## src/boscsi_pkg.sv

```systemverilog
package boscsi_pkg;

  localparam int BLOCK_BYTES  = 512;
  localparam int PACKET_BYTES = 64;

  localparam int PLEN_W      = 7;
  localparam int FILL_W      = $clog2(BLOCK_BYTES + 1);
  localparam int PKT_W       = $clog2(PACKET_BYTES + 1);
  localparam int TAKE_W0     = (FILL_W > PLEN_W) ? FILL_W : PLEN_W;
  localparam int TAKE_W      = (TAKE_W0 > PKT_W) ? TAKE_W0 : PKT_W;
  localparam int BLOCK_SHIFT = $clog2(BLOCK_BYTES);

  localparam logic [FILL_W-1:0] BLOCK_FILL   = FILL_W'(BLOCK_BYTES);
  localparam logic [TAKE_W-1:0] BLOCK_TAKE   = TAKE_W'(BLOCK_BYTES);
  localparam logic [TAKE_W-1:0] PACKET_TAKE  = TAKE_W'(PACKET_BYTES);
  localparam logic [PLEN_W-1:0] WRAPPER_LEN  = 7'd31;

  localparam logic [31:0] CBW_SIGNATURE = 32'h4342_5355;

  localparam logic [7:0] OP_TEST_UNIT_READY  = 8'h00;
  localparam logic [7:0] OP_REQUEST_SENSE    = 8'h03;
  localparam logic [7:0] OP_INQUIRY          = 8'h12;
  localparam logic [7:0] OP_MODE_SENSE6      = 8'h1A;
  localparam logic [7:0] OP_PREVENT_REMOVAL  = 8'h1E;
  localparam logic [7:0] OP_READ_FORMAT_CAP  = 8'h23;
  localparam logic [7:0] OP_READ_CAPACITY    = 8'h25;
  localparam logic [7:0] OP_READ10           = 8'h28;
  localparam logic [7:0] OP_WRITE10          = 8'h2A;
  localparam logic [7:0] OP_VERIFY10         = 8'h2F;
  localparam logic [7:0] OP_MODE_SENSE10     = 8'h5A;

  localparam logic [7:0] INQUIRY_MIN_ALLOC = 8'd36;
  localparam logic [7:0] CB_LEN_SIX        = 8'd6;
  localparam logic [7:0] CB_LEN_TEN        = 8'd10;
  localparam logic [7:0] CB_LEN_MAX        = 8'd16;

  localparam logic [3:0] SK_NONE            = 4'h0;
  localparam logic [3:0] SK_MEDIUM_ERROR    = 4'h3;
  localparam logic [3:0] SK_ILLEGAL_REQUEST = 4'h5;
  localparam logic [7:0] ASC_NONE           = 8'h00;
  localparam logic [7:0] ASC_WRITE_FAULT    = 8'h03;
  localparam logic [7:0] ASC_READ_ERROR     = 8'h11;
  localparam logic [7:0] ASC_INVALID_OPCODE = 8'h20;
  localparam logic [7:0] ASC_INVALID_FIELD  = 8'h24;

  localparam logic CFG_DISK_BYTES    = 1'b0;
  localparam logic CFG_WRITE_PROTECT = 1'b1;

  typedef enum logic [1:0] {
    CMD_PACKET     = 2'd0,
    CMD_READ_DONE  = 2'd1,
    CMD_WRITE_DONE = 2'd2,
    CMD_RESET      = 2'd3
  } cmd_e;

  typedef enum logic [3:0] {
    KIND_INQUIRY     = 4'd0,
    KIND_SENSE       = 4'd1,
    KIND_CAPACITY    = 4'd2,
    KIND_FORMAT_CAP  = 4'd3,
    KIND_MODE6       = 4'd4,
    KIND_MODE10      = 4'd5,
    KIND_STATUS      = 4'd6,
    KIND_READ_REQ    = 4'd7,
    KIND_WRITE_REQ   = 4'd8
  } kind_e;

  typedef enum logic [1:0] {
    ST_PASSED      = 2'd0,
    ST_FAILED      = 2'd1,
    ST_PHASE_ERROR = 2'd2
  } status_e;

  typedef struct packed {
    logic [3:0]  kind;
    logic [1:0]  status;
    logic [31:0] reply_tag;
    logic [31:0] last_lba;
    logic [31:0] block_addr;
    logic [15:0] block_count;
    logic [3:0]  sense_key;
    logic [7:0]  sense_code;
    logic        protected_flag;
    logic        last;
  } result_t;

endpackage

```

## src/bulk_only_scsi_command_engine.sv

```systemverilog
// A result is written into the result queue when its input transaction is taken.
// One input transaction is taken per cycle while the queue holds two results or
// fewer; results leave the four-entry result queue at one result per cycle while
// out_stall_i is low. Commands that answer with data and a status push two results.
// Reset is asynchronous and active low and clears the configuration, the sense
// data, the write data phase and the result queue.
module bulk_only_scsi_command_engine (
  input  logic        clk_i,
  input  logic        rst_ni,
  input  logic        in_valid_i,
  output logic        in_stall_o,
  input  logic [1:0]  cmd_i,
  input  logic [6:0]  packet_len_i,
  input  logic [31:0] signature_i,
  input  logic [31:0] tag_i,
  input  logic [7:0]  cb_length_i,
  input  logic [7:0]  opcode_i,
  input  logic [7:0]  cdb_byte_four_i,
  input  logic [31:0] lba_i,
  input  logic [15:0] xfer_blocks_i,
  input  logic        flash_ok_i,
  output logic        out_valid_o,
  input  logic        out_stall_i,
  output logic [3:0]  kind_o,
  output logic [1:0]  status_o,
  output logic [31:0] reply_tag_o,
  output logic [31:0] last_lba_o,
  output logic [31:0] block_addr_o,
  output logic [15:0] block_count_o,
  output logic [3:0]  sense_key_out_o,
  output logic [7:0]  sense_code_out_o,
  output logic        protected_flag_o,
  output logic        last_o,
  input  logic        cfg_valid_i,
  output logic        cfg_ready_o,
  input  logic        cfg_index_i,
  input  logic [31:0] cfg_data_i
);
  import boscsi_pkg::*;

  logic [31:0] disk_bytes_q;
  logic        write_protect_q;
  logic        room;
  logic        accept;
  result_t     res0, res1, head;
  logic [1:0]  res_count;

  assign cfg_ready_o = 1'b1;
  assign in_stall_o  = !room;
  assign accept      = in_valid_i && room;

  always_ff @(posedge clk_i or negedge rst_ni) begin
    if (!rst_ni) begin
      disk_bytes_q    <= '0;
      write_protect_q <= 1'b0;
    end else if (cfg_valid_i) begin
      case (cfg_index_i)
        CFG_DISK_BYTES:    disk_bytes_q    <= cfg_data_i;
        CFG_WRITE_PROTECT: write_protect_q <= cfg_data_i[0];
        default: begin
        end
      endcase
    end
  end

  boscsi_engine u_engine (
    .clk_i           (clk_i),
    .rst_ni          (rst_ni),
    .accept_i        (accept),
    .cmd_i           (cmd_i),
    .packet_len_i    (packet_len_i),
    .signature_i     (signature_i),
    .tag_i           (tag_i),
    .cb_length_i     (cb_length_i),
    .opcode_i        (opcode_i),
    .cdb_byte_four_i (cdb_byte_four_i),
    .lba_i           (lba_i),
    .xfer_blocks_i   (xfer_blocks_i),
    .flash_ok_i      (flash_ok_i),
    .disk_bytes_i    (disk_bytes_q),
    .write_protect_i (write_protect_q),
    .res0_o          (res0),
    .res1_o          (res1),
    .res_count_o     (res_count)
  );

  boscsi_queue u_queue (
    .clk_i        (clk_i),
    .rst_ni       (rst_ni),
    .push_i       (accept),
    .push_count_i (res_count),
    .push0_i      (res0),
    .push1_i      (res1),
    .room_o       (room),
    .valid_o      (out_valid_o),
    .pop_i        (!out_stall_i),
    .head_o       (head)
  );

  assign kind_o           = head.kind;
  assign status_o         = head.status;
  assign reply_tag_o      = head.reply_tag;
  assign last_lba_o       = head.last_lba;
  assign block_addr_o     = head.block_addr;
  assign block_count_o    = head.block_count;
  assign sense_key_out_o  = head.sense_key;
  assign sense_code_out_o = head.sense_code;
  assign protected_flag_o = head.protected_flag;
  assign last_o           = head.last;

endmodule

```

## src/boscsi_engine.sv

```systemverilog
module boscsi_engine (
  input  logic                     clk_i,
  input  logic                     rst_ni,
  input  logic                     accept_i,
  input  logic [1:0]               cmd_i,
  input  logic [6:0]               packet_len_i,
  input  logic [31:0]              signature_i,
  input  logic [31:0]              tag_i,
  input  logic [7:0]               cb_length_i,
  input  logic [7:0]               opcode_i,
  input  logic [7:0]               cdb_byte_four_i,
  input  logic [31:0]              lba_i,
  input  logic [15:0]              xfer_blocks_i,
  input  logic                     flash_ok_i,
  input  logic [31:0]              disk_bytes_i,
  input  logic                     write_protect_i,
  output boscsi_pkg::result_t      res0_o,
  output boscsi_pkg::result_t      res1_o,
  output logic [1:0]               res_count_o
);
  import boscsi_pkg::*;

  logic [3:0]        sense_key_q, sense_key_d;
  logic [7:0]        sense_code_q, sense_code_d;
  logic              recv_q, recv_d;
  logic [FILL_W-1:0] fill_q, fill_d;
  logic [31:0]       next_block_q, next_block_d;
  logic [15:0]       remaining_q, remaining_d;
  logic [31:0]       saved_tag_q, saved_tag_d;
  logic              failed_q, failed_d;

  logic [31:0]       last_lba;
  logic              six, ten, bad_wrapper;
  logic [TAKE_W-1:0] room, take;
  logic [TAKE_W:0]   fill_sum;
  logic [15:0]       remaining_dec;
  result_t           r0, r1;
  logic [1:0]        n;

  function automatic result_t make_status(logic [1:0] st, logic [31:0] tg);
    result_t r;
    r = '0;
    r.kind = KIND_STATUS;
    r.status = st;
    r.reply_tag = tg;
    return r;
  endfunction

  assign last_lba    = (disk_bytes_i >> BLOCK_SHIFT) - 32'd1;
  assign six         = cb_length_i >= CB_LEN_SIX;
  assign ten         = cb_length_i >= CB_LEN_TEN;
  assign bad_wrapper = (signature_i != CBW_SIGNATURE) || (cb_length_i == 8'd0) ||
                       (cb_length_i > CB_LEN_MAX);
  assign room        = BLOCK_TAKE - TAKE_W'(fill_q);
  assign remaining_dec = (remaining_q != 16'd0) ? remaining_q - 16'd1 : remaining_q;

  always_comb begin
    take = TAKE_W'(packet_len_i);
    if (take > PACKET_TAKE) begin
      take = PACKET_TAKE;
    end
    if (take > room) begin
      take = room;
    end
    fill_sum = {1'b0, TAKE_W'(fill_q)} + {1'b0, take};
  end

  always_comb begin
    sense_key_d  = sense_key_q;
    sense_code_d = sense_code_q;
    recv_d       = recv_q;
    fill_d       = fill_q;
    next_block_d = next_block_q;
    remaining_d  = remaining_q;
    saved_tag_d  = saved_tag_q;
    failed_d     = failed_q;
    r0 = '0;
    r1 = '0;
    n  = 2'd0;
    case (cmd_i)
      CMD_PACKET: begin
        if (recv_q) begin
          if (fill_q < BLOCK_FILL && take != '0) begin
            fill_d = FILL_W'(fill_sum);
            if (FILL_W'(fill_sum) == BLOCK_FILL) begin
              r0.kind        = KIND_WRITE_REQ;
              r0.block_addr  = next_block_q;
              r0.block_count = remaining_q;
              n = 2'd1;
            end
          end
        end else if (packet_len_i == WRAPPER_LEN) begin
          if (bad_wrapper) begin
            r0 = make_status(ST_PHASE_ERROR, tag_i);
            n = 2'd1;
          end else if (opcode_i == OP_INQUIRY && six) begin
            if (cdb_byte_four_i >= INQUIRY_MIN_ALLOC) begin
              r0.kind = KIND_INQUIRY;
              r1 = make_status(ST_PASSED, tag_i);
              n = 2'd2;
            end else begin
              sense_key_d  = SK_ILLEGAL_REQUEST;
              sense_code_d = ASC_INVALID_FIELD;
              r0 = make_status(ST_FAILED, tag_i);
              n = 2'd1;
            end
          end else if (opcode_i == OP_TEST_UNIT_READY && six) begin
            r0 = make_status(ST_PASSED, tag_i);
            n = 2'd1;
          end else if (opcode_i == OP_REQUEST_SENSE && six) begin
            r0.kind       = KIND_SENSE;
            r0.sense_key  = sense_key_q;
            r0.sense_code = sense_code_q;
            sense_key_d   = SK_NONE;
            sense_code_d  = ASC_NONE;
            r1 = make_status(ST_PASSED, tag_i);
            n = 2'd2;
          end else if ((opcode_i == OP_READ_CAPACITY || opcode_i == OP_READ_FORMAT_CAP)
                       && six) begin
            r0.kind     = (opcode_i == OP_READ_CAPACITY) ? KIND_CAPACITY : KIND_FORMAT_CAP;
            r0.last_lba = last_lba;
            r1 = make_status(ST_PASSED, tag_i);
            n = 2'd2;
          end else if ((opcode_i == OP_MODE_SENSE6 || opcode_i == OP_MODE_SENSE10) && six) begin
            r0.kind           = (opcode_i == OP_MODE_SENSE6) ? KIND_MODE6 : KIND_MODE10;
            r0.protected_flag = write_protect_i;
            r1 = make_status(ST_PASSED, tag_i);
            n = 2'd2;
          end else if (opcode_i == OP_PREVENT_REMOVAL && six) begin
            if (cdb_byte_four_i[0]) begin
              sense_key_d  = SK_ILLEGAL_REQUEST;
              sense_code_d = ASC_INVALID_FIELD;
              r0 = make_status(ST_FAILED, tag_i);
            end else begin
              r0 = make_status(ST_PASSED, tag_i);
            end
            n = 2'd1;
          end else if (opcode_i == OP_READ10 && ten) begin
            saved_tag_d    = tag_i;
            r0.kind        = KIND_READ_REQ;
            r0.block_addr  = lba_i;
            r0.block_count = xfer_blocks_i;
            n = 2'd1;
          end else if (opcode_i == OP_WRITE10 && ten) begin
            saved_tag_d = tag_i;
            if (xfer_blocks_i == 16'd0) begin
              r0 = make_status(ST_PASSED, tag_i);
              n = 2'd1;
            end else begin
              recv_d       = 1'b1;
              fill_d       = '0;
              next_block_d = lba_i;
              remaining_d  = xfer_blocks_i;
            end
          end else if (opcode_i == OP_VERIFY10 && ten) begin
            r0 = make_status(ST_PASSED, tag_i);
            n = 2'd1;
          end else begin
            sense_key_d  = SK_ILLEGAL_REQUEST;
            sense_code_d = ASC_INVALID_OPCODE;
            r0 = make_status(ST_FAILED, tag_i);
            n = 2'd1;
          end
        end
      end
      CMD_READ_DONE: begin
        if (!flash_ok_i) begin
          sense_key_d  = SK_MEDIUM_ERROR;
          sense_code_d = ASC_READ_ERROR;
          r0 = make_status(ST_FAILED, saved_tag_q);
        end else begin
          r0 = make_status(ST_PASSED, saved_tag_q);
        end
        n = 2'd1;
      end
      CMD_WRITE_DONE: begin
        if (recv_q && fill_q == BLOCK_FILL) begin
          if (!flash_ok_i) begin
            failed_d     = 1'b1;
            sense_key_d  = SK_MEDIUM_ERROR;
            sense_code_d = ASC_WRITE_FAULT;
          end
          fill_d       = '0;
          next_block_d = next_block_q + 32'd1;
          remaining_d  = remaining_dec;
          if (remaining_dec == 16'd0) begin
            recv_d   = 1'b0;
            failed_d = 1'b0;
            r0 = make_status((failed_q || !flash_ok_i) ? ST_FAILED : ST_PASSED,
                             saved_tag_q);
            n = 2'd1;
          end
        end
      end
      CMD_RESET: begin
        sense_key_d  = SK_NONE;
        sense_code_d = ASC_NONE;
        recv_d       = 1'b0;
        fill_d       = '0;
        failed_d     = 1'b0;
      end
      default: begin
      end
    endcase
    if (n == 2'd1) begin
      r0.last = 1'b1;
    end
    if (n == 2'd2) begin
      r1.last = 1'b1;
    end
  end

  always_ff @(posedge clk_i or negedge rst_ni) begin
    if (!rst_ni) begin
      sense_key_q  <= '0;
      sense_code_q <= '0;
      recv_q       <= 1'b0;
      fill_q       <= '0;
      next_block_q <= '0;
      remaining_q  <= '0;
      saved_tag_q  <= '0;
      failed_q     <= 1'b0;
    end else if (accept_i) begin
      sense_key_q  <= sense_key_d;
      sense_code_q <= sense_code_d;
      recv_q       <= recv_d;
      fill_q       <= fill_d;
      next_block_q <= next_block_d;
      remaining_q  <= remaining_d;
      saved_tag_q  <= saved_tag_d;
      failed_q     <= failed_d;
    end
  end

  assign res0_o      = r0;
  assign res1_o      = r1;
  assign res_count_o = n;

endmodule

```

## src/boscsi_queue.sv

```systemverilog
module boscsi_queue (
  input  logic                clk_i,
  input  logic                rst_ni,
  input  logic                push_i,
  input  logic [1:0]          push_count_i,
  input  boscsi_pkg::result_t push0_i,
  input  boscsi_pkg::result_t push1_i,
  output logic                room_o,
  output logic                valid_o,
  input  logic                pop_i,
  output boscsi_pkg::result_t head_o
);
  import boscsi_pkg::*;

  result_t    entries_q [4];
  logic [1:0] wr_ptr_q, wr_ptr_d;
  logic [1:0] rd_ptr_q, rd_ptr_d;
  logic [2:0] count_q, count_d;
  logic [1:0] n_in;
  logic       do_pop;

  assign n_in    = push_i ? push_count_i : 2'd0;
  assign do_pop  = pop_i && (count_q != 3'd0);
  assign wr_ptr_d = wr_ptr_q + n_in;
  assign rd_ptr_d = rd_ptr_q + {1'b0, do_pop};
  assign count_d  = count_q + {1'b0, n_in} - {2'b00, do_pop};

  // Two free entries are needed so that any transaction can be taken.
  assign room_o  = count_q <= 3'd2;
  assign valid_o = count_q != 3'd0;
  assign head_o  = entries_q[rd_ptr_q];

  always_ff @(posedge clk_i) begin
    if (n_in != 2'd0) begin
      entries_q[wr_ptr_q] <= push0_i;
    end
    if (n_in == 2'd2) begin
      entries_q[wr_ptr_q + 2'd1] <= push1_i;
    end
  end

  always_ff @(posedge clk_i or negedge rst_ni) begin
    if (!rst_ni) begin
      wr_ptr_q <= '0;
      rd_ptr_q <= '0;
      count_q  <= '0;
    end else begin
      wr_ptr_q <= wr_ptr_d;
      rd_ptr_q <= rd_ptr_d;
      count_q  <= count_d;
    end
  end

endmodule
```

## config.mk

```make
export PLATFORM = sky130hd
export DESIGN_NAME = bulk_only_scsi_command_engine
export DESIGN_NICKNAME = d
export VERILOG_FILES = /design/src/boscsi_pkg.sv /design/src/bulk_only_scsi_command_engine.sv /design/src/boscsi_engine.sv /design/src/boscsi_queue.sv
export SDC_FILE = /design/constraint.sdc
export NUM_CORES = 1
export LEC_CHECK = 0
export ABC_CLOCK_PERIOD_IN_PS = 9270
export BUFFER_PORTS_ARGS = -buffer_cell sky130_fd_sc_hd__buf_4
export CORE_MARGIN = 1
export CORE_UTILIZATION = 60
export DETAILED_ROUTE_END_ITERATION = 10
export GPL_ROUTABILITY_DRIVEN = 0
export GPL_TIMING_DRIVEN = 0
export PLACE_DENSITY = 0.81
export SLEW_MARGIN = 20
export SYNTH_ARGS = -nofsm -noshare
export SYNTH_HDL_FRONTEND = slang
export SYNTH_SLANG_ARGS = --single-unit
```

## constraint.sdc

```tcl
create_clock -name clk_i -period 9.27 [get_ports clk_i]
set_input_delay 2.3175 -clock clk_i [delete_from_list [all_inputs] [get_ports clk_i]]
set_output_delay 2.3175 -clock clk_i [all_outputs]
set_load 0.01 [all_outputs]
```

Yosys cells after proc, flatten, opt, wreduce, memory -nomap -nowiden:

Memories as Yosys holds them, arrays and structs flattened.
Index checks and enable logic that the tools add are counted.

* register bits: 144
* bits in latches: 0
* bits in writable memories: 528
* ROM bits: 0
* output and inout port bits: 135
* logic and storage cells: 340
* memories kept: 1

Memories
* u_queue.entries_q: words 4, width 132, read ports 1, clocked after memory_dff 0, wr ports 2, line boscsi_queue.sv:15 `result_t entries_q [4];`

* add/sub/neg operators: 10
* multipliers: 0
* divide/modulo/power cells: 0
* $lt $le $gt $ge: 8
* equality and inequality tests: 57
* shift operators: 0
* multiplexer cells: 199
* bitwise logic cells: 9
* reductions and logical operators: 43

Operator list (count)
* $mux W132: 35
* $mux W131: 4
* $mux W32: 16
* $mux W127: 4
* $pmux W132 S3: 1
* $mux W16: 14
* $mux W48: 4
* $mux W10: 15
* $mux W8: 17
* $mux W66: 2
* $mux W126: 1
* $mux W114: 1
* $mux W4: 23
* $pmux W32 S2: 1
* $mux W62: 1
* $reduce_and A15 Y1: 3
* $eq A8 B6 Y1 const B: 5
* $mux W34: 1
* $ne A3 B2 Y1 const B: 11
* $add A32 B1 Y32 const B: 1
* $logic_not A16 Y1: 2
* $mux W1: 32
* $ne A32 B31 Y1 const B: 1
* $pmux W16 S2: 1
* other kinds (56): 130

Depth between registers and ports, before layout:

* word-level depth: 36
* depth in mapped cells: 28

Modules after synthesis:

Synthesis repeated with hierarchy kept, for this count alone.

* cell total of the unflattened synthesis: 2623
* area, all modules: 36894.1 µm²

By module, submodules not included
* boscsi_queue: times used 1, cells each 1321, area each 26021.2 µm²
* boscsi_engine: times used 1, cells each 1225, area each 9449.1 µm²
* bulk_only_scsi_command_engine: times used 1, cells each 77, area each 1423.9 µm²

Worst setup path before layout:

Ideal clock, no wire load.

* kind: input to register
* start point: input packet_len_i[1]
* end point: memory u_queue.entries_q[3][0] (netlist name) (enable)
* library setup time: 0.432 ns
* arrival: 7.501 ns
* path slack: 1.337 ns
* stages: 20
* cell sequence: nor2b_1 -> ha_1 -> nor2b_1 -> o211ai_1 -> a21o_1 -> a211oi_1 -> nand2_1 -> clkbuf_1 -> mux2i_1 -> ha_1 -> fa_1 -> a211oi_1 -> o21bai_1 -> a21oi_1 -> nor2b_1 -> o2111a_1 -> o2111a_1 -> buf_2 -> nand2b_1 -> o21ai_1

RTL lines
* start: declaration: line bulk_only_scsi_command_engine.sv:13 `input logic [6:0] packet_len_i,`
* end: declaration: line boscsi_queue.sv:15

==> impl_results.md <==
* Final cell count without fillers at 4077
* Asr flop ratio synth at 0.214
* Initial core utilization at 0.608
* Reg-to-reg slack, setup at 1.66 ns
* Routed wire length at 101000 µm
* Post-synth top flop: dfxtp_1
* WL met1 at 36400 µm
* Crit path arrival time at 8.36 ns
* Fmax at 0.125 GHz
* Row cnt at 83
* Placed cell area at 0.0346 mm²
* Max clock buf depth at 3
* Worst slew pin tran at 1.07 ns
* Worst setup path start: packet_len_i[1]
* Post-synth top area cell: dfxtp_1
* H-tree levels at 3
* Top area cells in the synthesized netlist: dfxtp_1, edfxtp_1, mux2i_1
* # resized after CTS at 0
* Max-Cap Viols at 0
* Crit path time final at 8.03 ns
* Largest net degree at the start of global routing at 71
* Overflow after GRT at 0
* Post-synth EDFFs at 140
* Final Hold Fails at 0
* Synth Register Bits at 611
* Synth-to-Final Area Change at 17.7%
* Inst Count DP at 3956
* Boundary pin count at 319
* Yosys warns at 0
* Vias in the first global route at 27307
* Die W at 230 µm
* Routed wl met3 at 11100 µm
* Share of post-route cells with drive strength above 1 at 0.208
* Hpwl dp at 69700 µm
* Fin crit share at 0.866
* Crit-path max cell delay at 0.55 ns
* Synthesized area per cell at 10.5 µm²
* Worst-path clk slew at 0.06 ns
* Root Buffer: clkbuf_16
* Final ANT Viol Nets at 0
* Die area at 0.0530 mm²
* Commonest cells in the netlist: nand2_1, mux2i_1, dfxtp_1
* Crit path cell chain: buf_4 -> nor2b_1 -> ha_1 -> nor2b_1 -> o211ai_1 -> a21o_1 -> a211oi_1 -> nand2_1 -> clkbuf_1 -> mux2i_1 -> ha_1 -> fa_1 -> a211oi_1 -> o21bai_1 -> a21oi_1 -> and3b_1 -> o2111a_1 -> o2111a_1 -> buf_2 -> o211ai_4 -> buf_6 -> buf_4 -> nand2_2 -> buf_16
* Via-to-Cell Ratio at 6.70
* Wire per inst at 24.7 µm
* Post-CTS setup buffer count at 0
* Buf+Inv Stages, Crit Path at 6
* Mapped cell area at 0.0312 mm²
* Fin nets at 3560
* Leakage power at 15.8 nW
* Setup slack after layout at 1.24 ns
* Residual DRC at 0
* Vias at 27312
* Area share of the largest cell type after synthesis at 0.218
* Core area at 0.0514 mm²
* Final Util at 0.715
* Initial antenna violation count at 5
* RR Startpoint: u_engine.fill_q[1]$_DFFE_PN0P_
* Pwr dens at 207 mW/mm²
* Hold path start: u_queue.entries_q[2][45]$_SDFFE_PP0P_
* Max Slew Vio Count at 0
* Die H at 230 µm
* Max layer used: met5
* Setup crit start kind: primary input
* Worst hold path type: register to register
* Sequential fraction of the synthesis area at 0.457
* WL met2 at 47600 µm
* First-pass GRT wire length at 154000 µm
* Critical path's slowest cell: nand2_2
* Required time worst endpoint at 9.61 ns
* Synth unique cells at 89
* TritonCTS Sinks at 611
* CTS Buf Count at 66
* RSZ-0062 raised after global routing: no
* CTS tree: built
* Worst Path Class, Setup: primary input to register
* Critical Path End Type: register
* Count leader, synth: nand2_1
* Iter 0 DRT Violations at 3596
* Port buffer count at 303
* Setup violators final at 0
* Crit-path leading delay family: compound AO/OA/AOI/OAI gates
* GRT Util Overall at 0.374
* Design Area, Final at 0.0368 mm²
* Fill count at 3610
* Synth Instances at 2964
* Hold-fix buffers, CTS at 0
* Clock Latency Late Sink at 0.63 ns
* Status: complete, no violations
* Normalized max-slew margin at 0.287
* CP max FO at 21
* Clock Skews at 0.0286 ns
* Pre-antenna DRT Iters at 6
* VDD IR-drop max at 0.198 mV
* Pre-CTS WS at 0.775 ns
==> flip-flops by register name (all words and copies together), names as in the netlist, 3 cells and up <==
| name | count |
|---|---|
| u_engine.sense_key_q | 3 |
| u_engine.sense_code_q | 5 |
| u_engine.remaining_q | 16 |
| u_engine.saved_tag_q | 32 |
| disk_bytes_q | 23 |
| u_engine.next_block_q | 32 |
| u_queue.entries_q | 480 |
| u_queue.count_q | 3 |
| u_engine.fill_q | 10 |
==> layout by cell type (no fill, tap or decap), types with 21 or more instances in the layout <==
cell type  netlist  final
a21oi_1         63     63
a22oi_1         50     50
a32oi_1         48     48
and3_1          71     71
buf_1           22     22
buf_2           26     26
buf_4           27    330
clkbuf_1       141    157
clkbuf_16        0     71
dfrtp_1        131    131
dfxtp_1        340    340
edfxtp_1       140    140
ha_1            30     30
inv_1           35     35
mux2_2          58     58
mux2i_1        350    350
mux4_2         120    120
nand2_1        592    589
nand3_1         49     49
nand4_1         21     21
nor2_1          85     85
nor3_1          35     34
o21ai_0         92     91
o22ai_1        113    113
xnor2_1         23     23
==> cells by family (layout without fill, tap and decap cells) <==
| family | count (synthesis) | count (layout) | synth area share |
|---|---|---|---|
| compound gates | 481 | 481 | 0.105 |
| xor+xnor | 37 | 37 | 0.0104 |
| buf+inv | 282 | 708 | 0.0487 |
| flops | 611 | 611 | 0.457 |
| fa+ha+maj | 32 | 32 | 0.0133 |
| simple gates | 987 | 987 | 0.144 |
| other cells | 2 | 9 | 0.000240 |
| mux | 532 | 532 | 0.221 |
==> final cells by class <==
class | count | area [µm²] | area share
diodes | 4 | 10.0 | 0.000272
clock inverters | 22 | 263 | 0.00715
clock buffers | 95 | 1930 | 0.0524
flip-flops and latches | 611 | 14300 | 0.389
repair buffers | 309 | 2430 | 0.0660
multi-input cells | 2074 | 15500 | 0.421
well taps | 680 | 851 | 0.0231
plain buffers | 246 | 1390 | 0.0378
inverters | 36 | 135 | 0.00368
==> routing by layer <==
layer,track usage,vias to the layer above
met2,0.599,1879
met5,0,-
li1,-,11676
met4,0.203,2
met3,0.0964,398
met1,0.464,13357
==> final timing paths <==
kind	cells past startpoint	endpoint
setup / recovery	24	u_queue.entries_q[1][104]$_DFFE_PP_
hold / removal	2	u_queue.entries_q[2][45]$_SDFFE_PP0P_
setup reg to reg	26	u_queue.entries_q[1][104]$_DFFE_PP_
hold reg to reg	2	u_queue.entries_q[2][45]$_SDFFE_PP0P_
max in group asynchronous	2	disk_bytes_q[24]$_DFFE_PN0P_
min in group asynchronous	1	u_engine.fill_q[2]$_DFFE_PN0P_
==> worst register-to-register path, delay by kind of cell, from the launching register on <==
family          cells  cell delay [ns]
buf+inv             6             1.46
fa+ha+maj           4             1.27
compound gates      8             2.19
xor+xnor            1             0.18
mux                 1             0.17
simple gates        6             1.62
flops               1             0.46
==> metrics by stage <==
step	power (mW)	hold slack, ns	TNS (ns)
6_report	7.63	0.458	0
5_1_grt	7.86	0.472	0
4_1_cts	7.59	0.460	0
3_5_place_dp	4.94	0.451	0
3_3_place_gp	4.88	0.441	-22.54
2_1_floorplan	4.24	0.435	0
==> power breakdown <==
group / internal, mW / switching, mW / total, mW
Clock: 1.57 / 1.13 / 2.70
Sequential: 2.85 / 0.145 / 3.00
Combinational: 0.858 / 1.07 / 1.93
Total: 5.28 / 2.35 / 7.63
Note: power is estimated with default switching activity, not from simulation.
